==> config.mk <==
export PLATFORM = sky130hd
export DESIGN_NAME = random_delay_led_twinkler
export DESIGN_NICKNAME = d
export VERILOG_FILES = /design/src/rtl/rdlt_pkg.sv /design/src/rtl/rdlt_delay_step.sv /design/src/rtl/random_delay_led_twinkler.sv
export VERILOG_INCLUDE_DIRS = /design/src /design/src/rtl
export SDC_FILE = /design/constraint.sdc
export NUM_CORES = 1
export LEC_CHECK = 0
export BUFFER_PORTS_ARGS = -buffer_cell sky130_fd_sc_hd__buf_2
export CAP_MARGIN = 20
export CORE_MARGIN = 3
export CORE_UTILIZATION = 45
export CTS_BUF_LIST = sky130_fd_sc_hd__clkbuf_8
export CTS_CLUSTER_DIAMETER = 120
export DETAILED_ROUTE_END_ITERATION = 7
export PLACE_DENSITY = 0.64
export SLEW_MARGIN = 20
export SYNTH_ARGS = -nofsm -noshare
export SYNTH_HDL_FRONTEND = slang
export SYNTH_HIERARCHICAL = 1
export SYNTH_SLANG_ARGS = --single-unit
==> constraint.sdc <==
create_clock -name i_clk -period 16.3 [get_ports i_clk]
set_clock_uncertainty 0.15 [all_clocks]
set_input_delay 1.63 -clock i_clk [delete_from_list [all_inputs] [get_ports i_clk]]
set_output_delay 1.63 -clock i_clk [all_outputs]
set_load 0.05 [all_outputs]
==> src/rtl/random_delay_led_twinkler_defines.svh <==
// Assertion helpers for the twinkler RTL.
`ifndef RANDOM_DELAY_LED_TWINKLER_DEFINES_SVH
`define RANDOM_DELAY_LED_TWINKLER_DEFINES_SVH

// Check a condition at every rising clock edge outside reset.
`define RDLT_ASSERT_ALWAYS(label, clk, rst_n, cond, msg) \
    label: assert property (@(posedge clk) disable iff (!rst_n) (cond)) else $error(msg);

// Check that a condition in one cycle implies another in the next cycle.
`define RDLT_ASSERT_NEXT(label, clk, rst_n, ante, cons, msg) \
    label: assert property (@(posedge clk) disable iff (!rst_n) (ante) |=> (cons)) else $error(msg);

`endif

==> src/rtl/rdlt_pkg.sv <==
`default_nettype none

package rdlt_pkg;

    // Geometry
    localparam int CHANNELS = 7;
    localparam int CH_W     = $clog2(CHANNELS);
    localparam int SEQ_LEN  = 19;
    localparam int SEQ_W    = 5;
    localparam int ROWS     = 4;
    localparam int ROW_W    = 2;
    localparam int TIME_W   = 32;
    localparam int DELAY_W  = 7;
    localparam int CMD_W    = 8;

    // Operation codes
    localparam logic OP_TICK = 1'b0;
    localparam logic OP_CMD  = 1'b1;

    // Command byte codes (ASCII)
    localparam logic [CMD_W-1:0] CMD_ON_FIRST   = 8'h31; // '1'
    localparam logic [CMD_W-1:0] CMD_ON_LAST    = CMD_ON_FIRST + CMD_W'(CHANNELS - 1);
    localparam logic [CMD_W-1:0] CMD_OFF_FIRST  = 8'h41; // 'A'
    localparam logic [CMD_W-1:0] CMD_OFF_LAST   = CMD_OFF_FIRST + CMD_W'(CHANNELS - 1);
    localparam logic [CMD_W-1:0] CMD_ROW_STEP_A = 8'h38; // '8'
    localparam logic [CMD_W-1:0] CMD_ROW_STEP_B = 8'h48; // 'H'
    localparam logic [CMD_W-1:0] CMD_ALL_ON     = 8'h39; // '9'
    localparam logic [CMD_W-1:0] CMD_ALL_OFF    = 8'h49; // 'I'

    typedef enum logic [1:0] {
        ST_IDLE,
        ST_SCAN,
        ST_SWEEP,
        ST_DONE
    } t_state;

    // Delay selection handed to the deadline step
    typedef struct packed {
        logic [ROW_W-1:0] row;
        logic [SEQ_W-1:0] seq;
    } t_seq_ctl;

    // Delay rows; the last two entries of every row are zero
    localparam logic [DELAY_W-1:0] DELAY_TABLE [0:ROWS-1][0:SEQ_LEN-1] = '{
        '{7'd12, 7'd12, 7'd3,  7'd16, 7'd8,  7'd20, 7'd4,  7'd3,  7'd15, 7'd1,
          7'd15, 7'd4,  7'd6,  7'd15, 7'd19, 7'd9,  7'd10, 7'd0,  7'd0},
        '{7'd12, 7'd12, 7'd3,  7'd16, 7'd8,  7'd50, 7'd4,  7'd3,  7'd15, 7'd100,
          7'd15, 7'd4,  7'd6,  7'd15, 7'd19, 7'd9,  7'd10, 7'd0,  7'd0},
        '{7'd23, 7'd22, 7'd2,  7'd11, 7'd13, 7'd28, 7'd25, 7'd1,  7'd29, 7'd16,
          7'd9,  7'd7,  7'd17, 7'd16, 7'd13, 7'd21, 7'd18, 7'd0,  7'd0},
        '{7'd30, 7'd8,  7'd31, 7'd5,  7'd24, 7'd23, 7'd33, 7'd24, 7'd18, 7'd35,
          7'd30, 7'd23, 7'd29, 7'd1,  7'd22, 7'd24, 7'd25, 7'd0,  7'd0}
    };

    function automatic logic [DELAY_W-1:0] delay_entry(
        input logic [ROW_W-1:0] row,
        input logic [SEQ_W-1:0] idx
    );
        logic [DELAY_W-1:0] d;
        if (idx < SEQ_W'(SEQ_LEN)) begin
            d = DELAY_TABLE[row][idx];
        end else begin
            d = '0;
        end
        return d;
    endfunction

endpackage

`default_nettype wire

==> src/rtl/rdlt_delay_step.sv <==
`default_nettype none

// Next deadline of a toggling channel and the advanced sequence index.
module rdlt_delay_step (
    input  wire rdlt_pkg::t_seq_ctl                  i_ctl,
    input  wire logic [rdlt_pkg::TIME_W-1:0]         i_time,
    output logic      [rdlt_pkg::TIME_W-1:0]         o_deadline,
    output logic      [rdlt_pkg::SEQ_W-1:0]          o_seq_next
);

    logic [rdlt_pkg::DELAY_W-1:0] delay;

    // Look up the delay and add it to the time
    assign delay      = rdlt_pkg::delay_entry(i_ctl.row, i_ctl.seq);
    assign o_deadline = i_time + rdlt_pkg::TIME_W'(delay);

    // Advance the shared index, wrap at the sequence length
    assign o_seq_next = (i_ctl.seq >= rdlt_pkg::SEQ_W'(rdlt_pkg::SEQ_LEN - 1))
                        ? '0 : i_ctl.seq + 1'b1;

endmodule

`default_nettype wire

==> src/rtl/random_delay_led_twinkler.sv <==
// Seven-channel LED twinkler with pseudo-random toggle delays.
// Input channel: i_in_valid / o_in_stall carry one beat of i_operation and
// i_command_byte. A tick beat (operation 0) advances the millisecond counter
// and scans all channels; a command beat (operation 1) switches channels on
// or off or steps the delay row. Unknown command bytes change nothing.
// Output channel: o_out_valid / i_out_stall carry one beat per input beat with
// the LED levels and the selected delay row after that beat.
// Sequencing: a tick moves from idle to the scan state, which takes the
// channels in turn through the deadline memory's read-compare-write loop,
// and from there to the done state, which loads the result; all-on moves via
// the sweep state, which rewrites every deadline one memory entry per cycle,
// and other commands go straight to the done state. The input stalls until
// the result is loaded, so no beat is taken while another is in work, but one
// is taken while the last result still sits unclaimed in the output register.
// When the receiver stalls, the result holds, and a finished next beat waits
// until the output register frees up.
// Reset (synchronous, active low) clears time, enables, LEDs, sequence index
// and row; deadlines need no clearing since enabling a channel writes one.
`default_nettype none

`include "random_delay_led_twinkler_defines.svh"

module random_delay_led_twinkler (
    input  wire logic                               i_clk,
    input  wire logic                               i_rst_n,
    input  wire logic                               i_in_valid,
    output logic                                    o_in_stall,
    input  wire logic                               i_operation,
    input  wire logic [rdlt_pkg::CMD_W-1:0]         i_command_byte,
    output logic                                    o_out_valid,
    input  wire logic                               i_out_stall,
    output logic      [rdlt_pkg::CHANNELS-1:0]      o_led_levels,
    output logic      [rdlt_pkg::ROW_W-1:0]         o_delay_row
);

    localparam int CH_W = rdlt_pkg::CH_W;
    localparam logic [CH_W-1:0] LAST_CH = CH_W'(rdlt_pkg::CHANNELS - 1);

    rdlt_pkg::t_state r_state, n_state;

    logic [rdlt_pkg::TIME_W-1:0]   r_time, n_time;
    logic [rdlt_pkg::CHANNELS-1:0] r_en, n_en;
    logic [rdlt_pkg::CHANNELS-1:0] r_leds, n_leds;
    logic [rdlt_pkg::SEQ_W-1:0]    r_seq, n_seq;
    logic [rdlt_pkg::ROW_W-1:0]    r_row, n_row;
    logic [CH_W-1:0]               r_ch, n_ch;

    logic                          r_out_valid, n_out_valid;
    logic [rdlt_pkg::CHANNELS-1:0] r_out_leds;
    logic [rdlt_pkg::ROW_W-1:0]    r_out_row;
    logic                          out_load;

    // Deadline memory
    logic [rdlt_pkg::TIME_W-1:0] r_deadline_mem [0:rdlt_pkg::CHANNELS-1];
    logic [rdlt_pkg::TIME_W-1:0] r_rdata;
    logic                        mem_we;
    logic [CH_W-1:0]             mem_wa;
    logic [rdlt_pkg::TIME_W-1:0] mem_wd;
    logic [CH_W-1:0]             mem_ra;

    logic [CH_W-1:0]             on_idx;
    logic [CH_W-1:0]             off_idx;
    logic                        hit;

    rdlt_pkg::t_seq_ctl          seq_ctl;
    logic [rdlt_pkg::TIME_W-1:0] new_deadline;
    logic [rdlt_pkg::SEQ_W-1:0]  seq_next;

    assign on_idx  = CH_W'(i_command_byte - rdlt_pkg::CMD_ON_FIRST);
    assign off_idx = CH_W'(i_command_byte - rdlt_pkg::CMD_OFF_FIRST);

    assign seq_ctl.row = r_row;
    assign seq_ctl.seq = r_seq;

    rdlt_delay_step u_delay_step (
        .i_ctl      (seq_ctl),
        .i_time     (r_time),
        .o_deadline (new_deadline),
        .o_seq_next (seq_next)
    );

    // Enabled channel past its deadline toggles
    assign hit = r_en[r_ch] && (r_time > r_rdata);

    // Next state and datapath control
    always_comb begin
        n_state  = r_state;
        n_time   = r_time;
        n_en     = r_en;
        n_leds   = r_leds;
        n_seq    = r_seq;
        n_row    = r_row;
        n_ch     = r_ch;
        mem_we   = 1'b0;
        mem_wa   = r_ch;
        mem_wd   = r_time;
        mem_ra   = '0;
        out_load = 1'b0;
        unique case (r_state)
            rdlt_pkg::ST_IDLE: begin
                if (i_in_valid) begin
                    if (i_operation == rdlt_pkg::OP_TICK) begin
                        n_time  = r_time + 1'b1;
                        n_ch    = '0;
                        mem_ra  = '0;
                        n_state = rdlt_pkg::ST_SCAN;
                    end else begin
                        n_state = rdlt_pkg::ST_DONE;
                        if (i_command_byte >= rdlt_pkg::CMD_ON_FIRST &&
                            i_command_byte <= rdlt_pkg::CMD_ON_LAST) begin
                            n_leds[on_idx] = 1'b1;
                            n_en[on_idx]   = 1'b1;
                            mem_we         = 1'b1;
                            mem_wa         = on_idx;
                        end else if (i_command_byte >= rdlt_pkg::CMD_OFF_FIRST &&
                                     i_command_byte <= rdlt_pkg::CMD_OFF_LAST) begin
                            n_leds[off_idx] = 1'b0;
                            n_en[off_idx]   = 1'b0;
                        end else if (i_command_byte == rdlt_pkg::CMD_ROW_STEP_A ||
                                     i_command_byte == rdlt_pkg::CMD_ROW_STEP_B) begin
                            n_row = (r_row >= rdlt_pkg::ROW_W'(rdlt_pkg::ROWS - 1))
                                    ? '0 : r_row + 1'b1;
                        end else if (i_command_byte == rdlt_pkg::CMD_ALL_ON) begin
                            n_leds  = '1;
                            n_en    = '1;
                            n_ch    = '0;
                            n_state = rdlt_pkg::ST_SWEEP;
                        end else if (i_command_byte == rdlt_pkg::CMD_ALL_OFF) begin
                            n_leds = '0;
                            n_en   = '0;
                        end
                    end
                end
            end
            rdlt_pkg::ST_SCAN: begin
                // Compare the returned deadline, prefetch the next channel
                mem_ra = (r_ch == LAST_CH) ? '0 : r_ch + 1'b1;
                if (hit) begin
                    mem_we       = 1'b1;
                    mem_wd       = new_deadline;
                    n_seq        = seq_next;
                    n_leds[r_ch] = ~r_leds[r_ch];
                end
                if (r_ch == LAST_CH) begin
                    n_state = rdlt_pkg::ST_DONE;
                end else begin
                    n_ch = r_ch + 1'b1;
                end
            end
            rdlt_pkg::ST_SWEEP: begin
                // Rewrite every deadline with the current time
                mem_we = 1'b1;
                if (r_ch == LAST_CH) begin
                    n_state = rdlt_pkg::ST_DONE;
                end else begin
                    n_ch = r_ch + 1'b1;
                end
            end
            rdlt_pkg::ST_DONE: begin
                if (!r_out_valid || !i_out_stall) begin
                    out_load = 1'b1;
                    n_state  = rdlt_pkg::ST_IDLE;
                end
            end
            default: begin
                n_state = rdlt_pkg::ST_IDLE;
            end
        endcase
    end

    assign n_out_valid = out_load | (r_out_valid & i_out_stall);

    // State registers
    always_ff @(posedge i_clk) begin
        if (!i_rst_n) begin
            r_state     <= rdlt_pkg::ST_IDLE;
            r_time      <= '0;
            r_en        <= '0;
            r_leds      <= '0;
            r_seq       <= '0;
            r_row       <= '0;
            r_ch        <= '0;
            r_out_valid <= 1'b0;
        end else begin
            r_state     <= n_state;
            r_time      <= n_time;
            r_en        <= n_en;
            r_leds      <= n_leds;
            r_seq       <= n_seq;
            r_row       <= n_row;
            r_ch        <= n_ch;
            r_out_valid <= n_out_valid;
        end
    end

    // Output beat payload
    always_ff @(posedge i_clk) begin
        if (out_load) begin
            r_out_leds <= r_leds;
            r_out_row  <= r_row;
        end
    end

    // Deadline memory: one write port, one registered read port
    always_ff @(posedge i_clk) begin
        if (mem_we) begin
            r_deadline_mem[mem_wa] <= mem_wd;
        end
        r_rdata <= r_deadline_mem[mem_ra];
    end

    assign o_in_stall   = (r_state != rdlt_pkg::ST_IDLE);
    assign o_out_valid  = r_out_valid;
    assign o_led_levels = r_out_leds;
    assign o_delay_row  = r_out_row;

    // Checks
    `RDLT_ASSERT_ALWAYS(a_led_needs_enable, i_clk, i_rst_n, (r_leds & ~r_en) == '0, "LED lit on disabled channel")
    `RDLT_ASSERT_ALWAYS(a_seq_in_range, i_clk, i_rst_n, r_seq < rdlt_pkg::SEQ_W'(rdlt_pkg::SEQ_LEN), "sequence index out of range")
    `RDLT_ASSERT_NEXT(a_scan_ends, i_clk, i_rst_n, r_state == rdlt_pkg::ST_SCAN && r_ch == LAST_CH, r_state == rdlt_pkg::ST_DONE, "scan did not finish after last channel")
    `RDLT_ASSERT_NEXT(a_done_waits, i_clk, i_rst_n, r_state == rdlt_pkg::ST_DONE && r_out_valid && i_out_stall, r_state == rdlt_pkg::ST_DONE && r_out_valid, "finished result overwrote pending beat")

endmodule

`default_nettype wire

==> results by group <==
Finish
  – Nets: 1,426
  – Fin cells: around 1,800
  – Layout fillers: 3,007
  – Most frequent cells in the layout: 233 x edfxtp_1, 109 x nand2_1, 93 x o21ai_0, 89 x dfxtp_1, 83 x inv_1
  – Utilization after layout: 0.507
  – Layout area overhead: 9.95%
  – Share of layout cells above drive strength 1: 0.128
  – # diodes: 0
  – Seq. cell area: 0.00882 sq mm
  – Area of the multi-input gates: between 0.006 and 0.007 sq mm
  – Leading cell type in the layout, fill and taps excluded: edfxtp_1

Clock network
  – Clk sinks: 324
  – Hold_buf cts: 0
  – CTS resizes: 0
  – Clk slew on worst S/H paths: ~0.06 ns
  – CTS tree: done
  – Clk buf depth: 3
  – Skew-Pair Late Insertion Delay: 0.59 ns
  – H-tree levels: 2
  – Post-CTS Repair Setup Buffers: 0
  – Cts bufs inserted: 54
  – Clk root buf: clkbuf_8

Setup path
  – Worst setup SP type: flop
  – Critical path data required time: roughly 16 ns
  – Worst Path Max Fanout: 12
  – Worst reg-to-reg path cell count: 17
  – Reg2reg start: r_row[0]
  – Setup crit end kind: flop
  – Critical path type: reg2reg
  – Worst EP arrival: 4.77 ns
  – R2R Setup Slk: 11.66 ns
  – Setup crit start: r_row[0]
  – FF-to-FF End: r_deadline_mem[4][16]

Job
  – Total of max-cap violations: 0

GRT
  – GRT overflow: 0
  – Vias in the first global route: 10,100
  – Initial antenna violation count: 0
  – First-pass GRT wire length: 55,800 um
  – Largest net degree at the start of global routing: 62
  – Gr usage total: 0.189

Yosys
  – Area share of the largest cell type after synthesis: 0.448
  – Largest cells by area after synthesis: edfxtp_1 45%, dfxtp_1 12%, ha_1 4.6%
  – Syn Nets: 1,401
  – Area leader, netlist: edfxtp_1
  – Syn Inst Count: approximately 1,300
  – Register bit total from synthesis: 324
  – Post-Syn Area: 0.0156 sq mm
  – FFs w/ async S/R, synth: 0
  – Syn Area/Cell: 11.8 sq um
  – Yosys warnings: 6
  – Sequential fraction of the synthesis area: 0.564
  – Main synth FF type: edfxtp_1
  – EDFF count, synth: 233
  – Unique masters post-synth: 83

Floorplan
  – Die width: 192 um
  – Full die area: 0.0370 sq mm
  – I/O Pins: 24
  – Site Rows: 67
  – Starting Density: 0.462
  – Core footprint: 0.0339 sq mm
  – Die H: 192 um

STA
  – Unrepaired setup endpoints after global routing: no
  – Final setup TNS: 0 ns
  – Slew HR: 0.308
  – Final Setup Violations: 0
  – Tightest Pin Transition: 1.04 ns
  – Fin crit period: 4.64 ns
  – Fin. max-slew vios: 0
  – Endpoints failing hold: 0
  – Max Fclk: 216 MHz
  – Post-route clock period utilization: 0.285

Status
  – Status: finished, final reports clean

Drt
  – Post-Route WL: 34,500 um
  – Vias per cell: 5.64
  – Wire length per cell: about 19 um
  – Antenna-violating nets left: 0
  – DRT iter0 DRCs: around 520
  – Remaining DRCs: 0
  – Vias: between 10,000 and 15,000
  – 1st-pass router iterations: 7

Power
  – Worst IR Drop VDD: roughly 73 uV
  – Power Dens Cells: 116 mW/mm^2
  – Total power: 2.00 mW
  – Pleak: 6.03 nW

Place
  – Port Buf Inserts: 23
  – Hpwl dp: 20,900 um
  – Dpl cells: about 1,700
  – Gpl congestion: 0.852

Worst hold path
  – Hold path endpoint: r_en[3]
  – Worst hold path startpoint: r_en[3]
  – Worst hold path type: reg2reg
  – Hold path cells: 2
synth_stat cells (3+ instances only):
library cell / n
and3_1: 10
or3_1: 5
a21o_1: 8
a21oi_1: 65
o221ai_1: 17
o211a_1: 4
inv_1: 60
buf_4: 3
nand3_1: 33
xnor2_1: 42
and4_1: 7
xor2_1: 18
o31ai_1: 6
nor3b_1: 4
o22ai_1: 42
nand4_1: 18
and2_1: 32
o32ai_1: 3
o21ai_0: 93
mux2_1: 30
ha_1: 58
mux2i_1: 24
a211oi_1: 8
buf_2: 18
clkbuf_1: 45
buf_6: 4
edfxtp_1: 233
nor4_1: 11
o211ai_1: 5
nor2b_1: 13
nand2b_1: 7
dfxtp_1: 91
nand3b_1: 9
mux2_2: 21
or4_1: 4
a32o_1: 4
a31oi_1: 8
o21a_1: 4
a22oi_1: 3
nand2_1: 109
nor3_1: 12
mux4_2: 16
nor2_1: 69
a21boi_1: 4
a21boi_0: 4
how the worst max path moves through the flow:
stage	end
2_1_floorplan	r_deadline_mem[1][0]
3_3_place_gp	r_deadline_mem[4][20]
3_5_place_dp	r_deadline_mem[1][20]
4_1_cts	r_deadline_mem[5][18]
5_1_grt	r_deadline_mem[4][30]
6_report	r_deadline_mem[4][16]
critical path, stage by stage, from the launching register on:
cell,delay [ns]
dfxtp_1,0.64
inv_1,0.13
ha_1,0.28
inv_1,0.11
nand2_1,0.08
a41oi_1,0.28
o21ai_0,0.12
o32ai_1,0.34
ha_1,0.27
inv_1,0.07
fa_1,0.39
nand2b_1,0.20
a21oi_1,0.26
o31ai_1,0.13
buf_4,0.21
nor3_1,0.20
xor2_1,0.10
mux2_1,0.38
per-stage QoR:
stage | instance area (sq um) | worst slack [ns] | hold slack (ns)
after global routing | 17200 | 11.33 | 0.342
after floorplan | 15600 | 9.27 | 0.271
after detailed placement | 16200 | 11.33 | 0.298
after global placement | 16200 | 11.46 | 0.289
after CTS | 17200 | 11.67 | 0.308
final | 17200 | 11.66 | 0.312
area by class of cell:
class | instances | share of cell area
Sequential cell | 324 | 0.513
Multi-Input combinational cell | 873 | 0.368
Clock inverter | 43 | 0.0122
Timing Repair Buffer | 40 | 0.0141
Inverter | 61 | 0.0133
Tap cell | 448 | 0.0326
Clock buffer | 58 | 0.0465
logic make-up (layout without fill, tap and decap cells):
kind of cell	Yosys count	count (layout)	share of synthesized area
buf+inv	132	202	0.0358
compound gates	303	303	0.124
mux	91	91	0.0752
simple gates	360	360	0.120
fa+ha+maj	59	59	0.0477
xor+xnor	60	60	0.0336
flops	324	324	0.564
where the power goes:
part | leakage [nW] | total [mW] | internal [mW] | switching, mW
Clock | 0.604 | 0.663 | 0.345 | 0.319
Sequential | 2.59 | 0.974 | 0.953 | 0.0212
Combinational | 2.84 | 0.358 | 0.126 | 0.232
sequential cells by signal, summed over array words and instances, names as in the netlist:
name	count
r_leds	7
o_out_valid	1
r_state	2
r_time	32
o_led_levels	7
r_row	2
o_delay_row	2
r_rdata	32
r_ch	3
r_en	7
r_seq	5
r_deadline_mem	224
metal layers:
layer | vias up | part of all wire | GRT usage | routed length [um]
met1 | 5090 | 0.47 | 0.265 | 16300
met5 | - | 0 | 0 | 0
met4 | 0 | 0.019 | 0.0482 | 673
met2 | 240 | 0.47 | 0.312 | 16100
li1 | 5030 | - | - | -
met3 | 59 | 0.044 | 0.0274 | 1500
No activity file was read; power rests on OpenSTA's default activity.
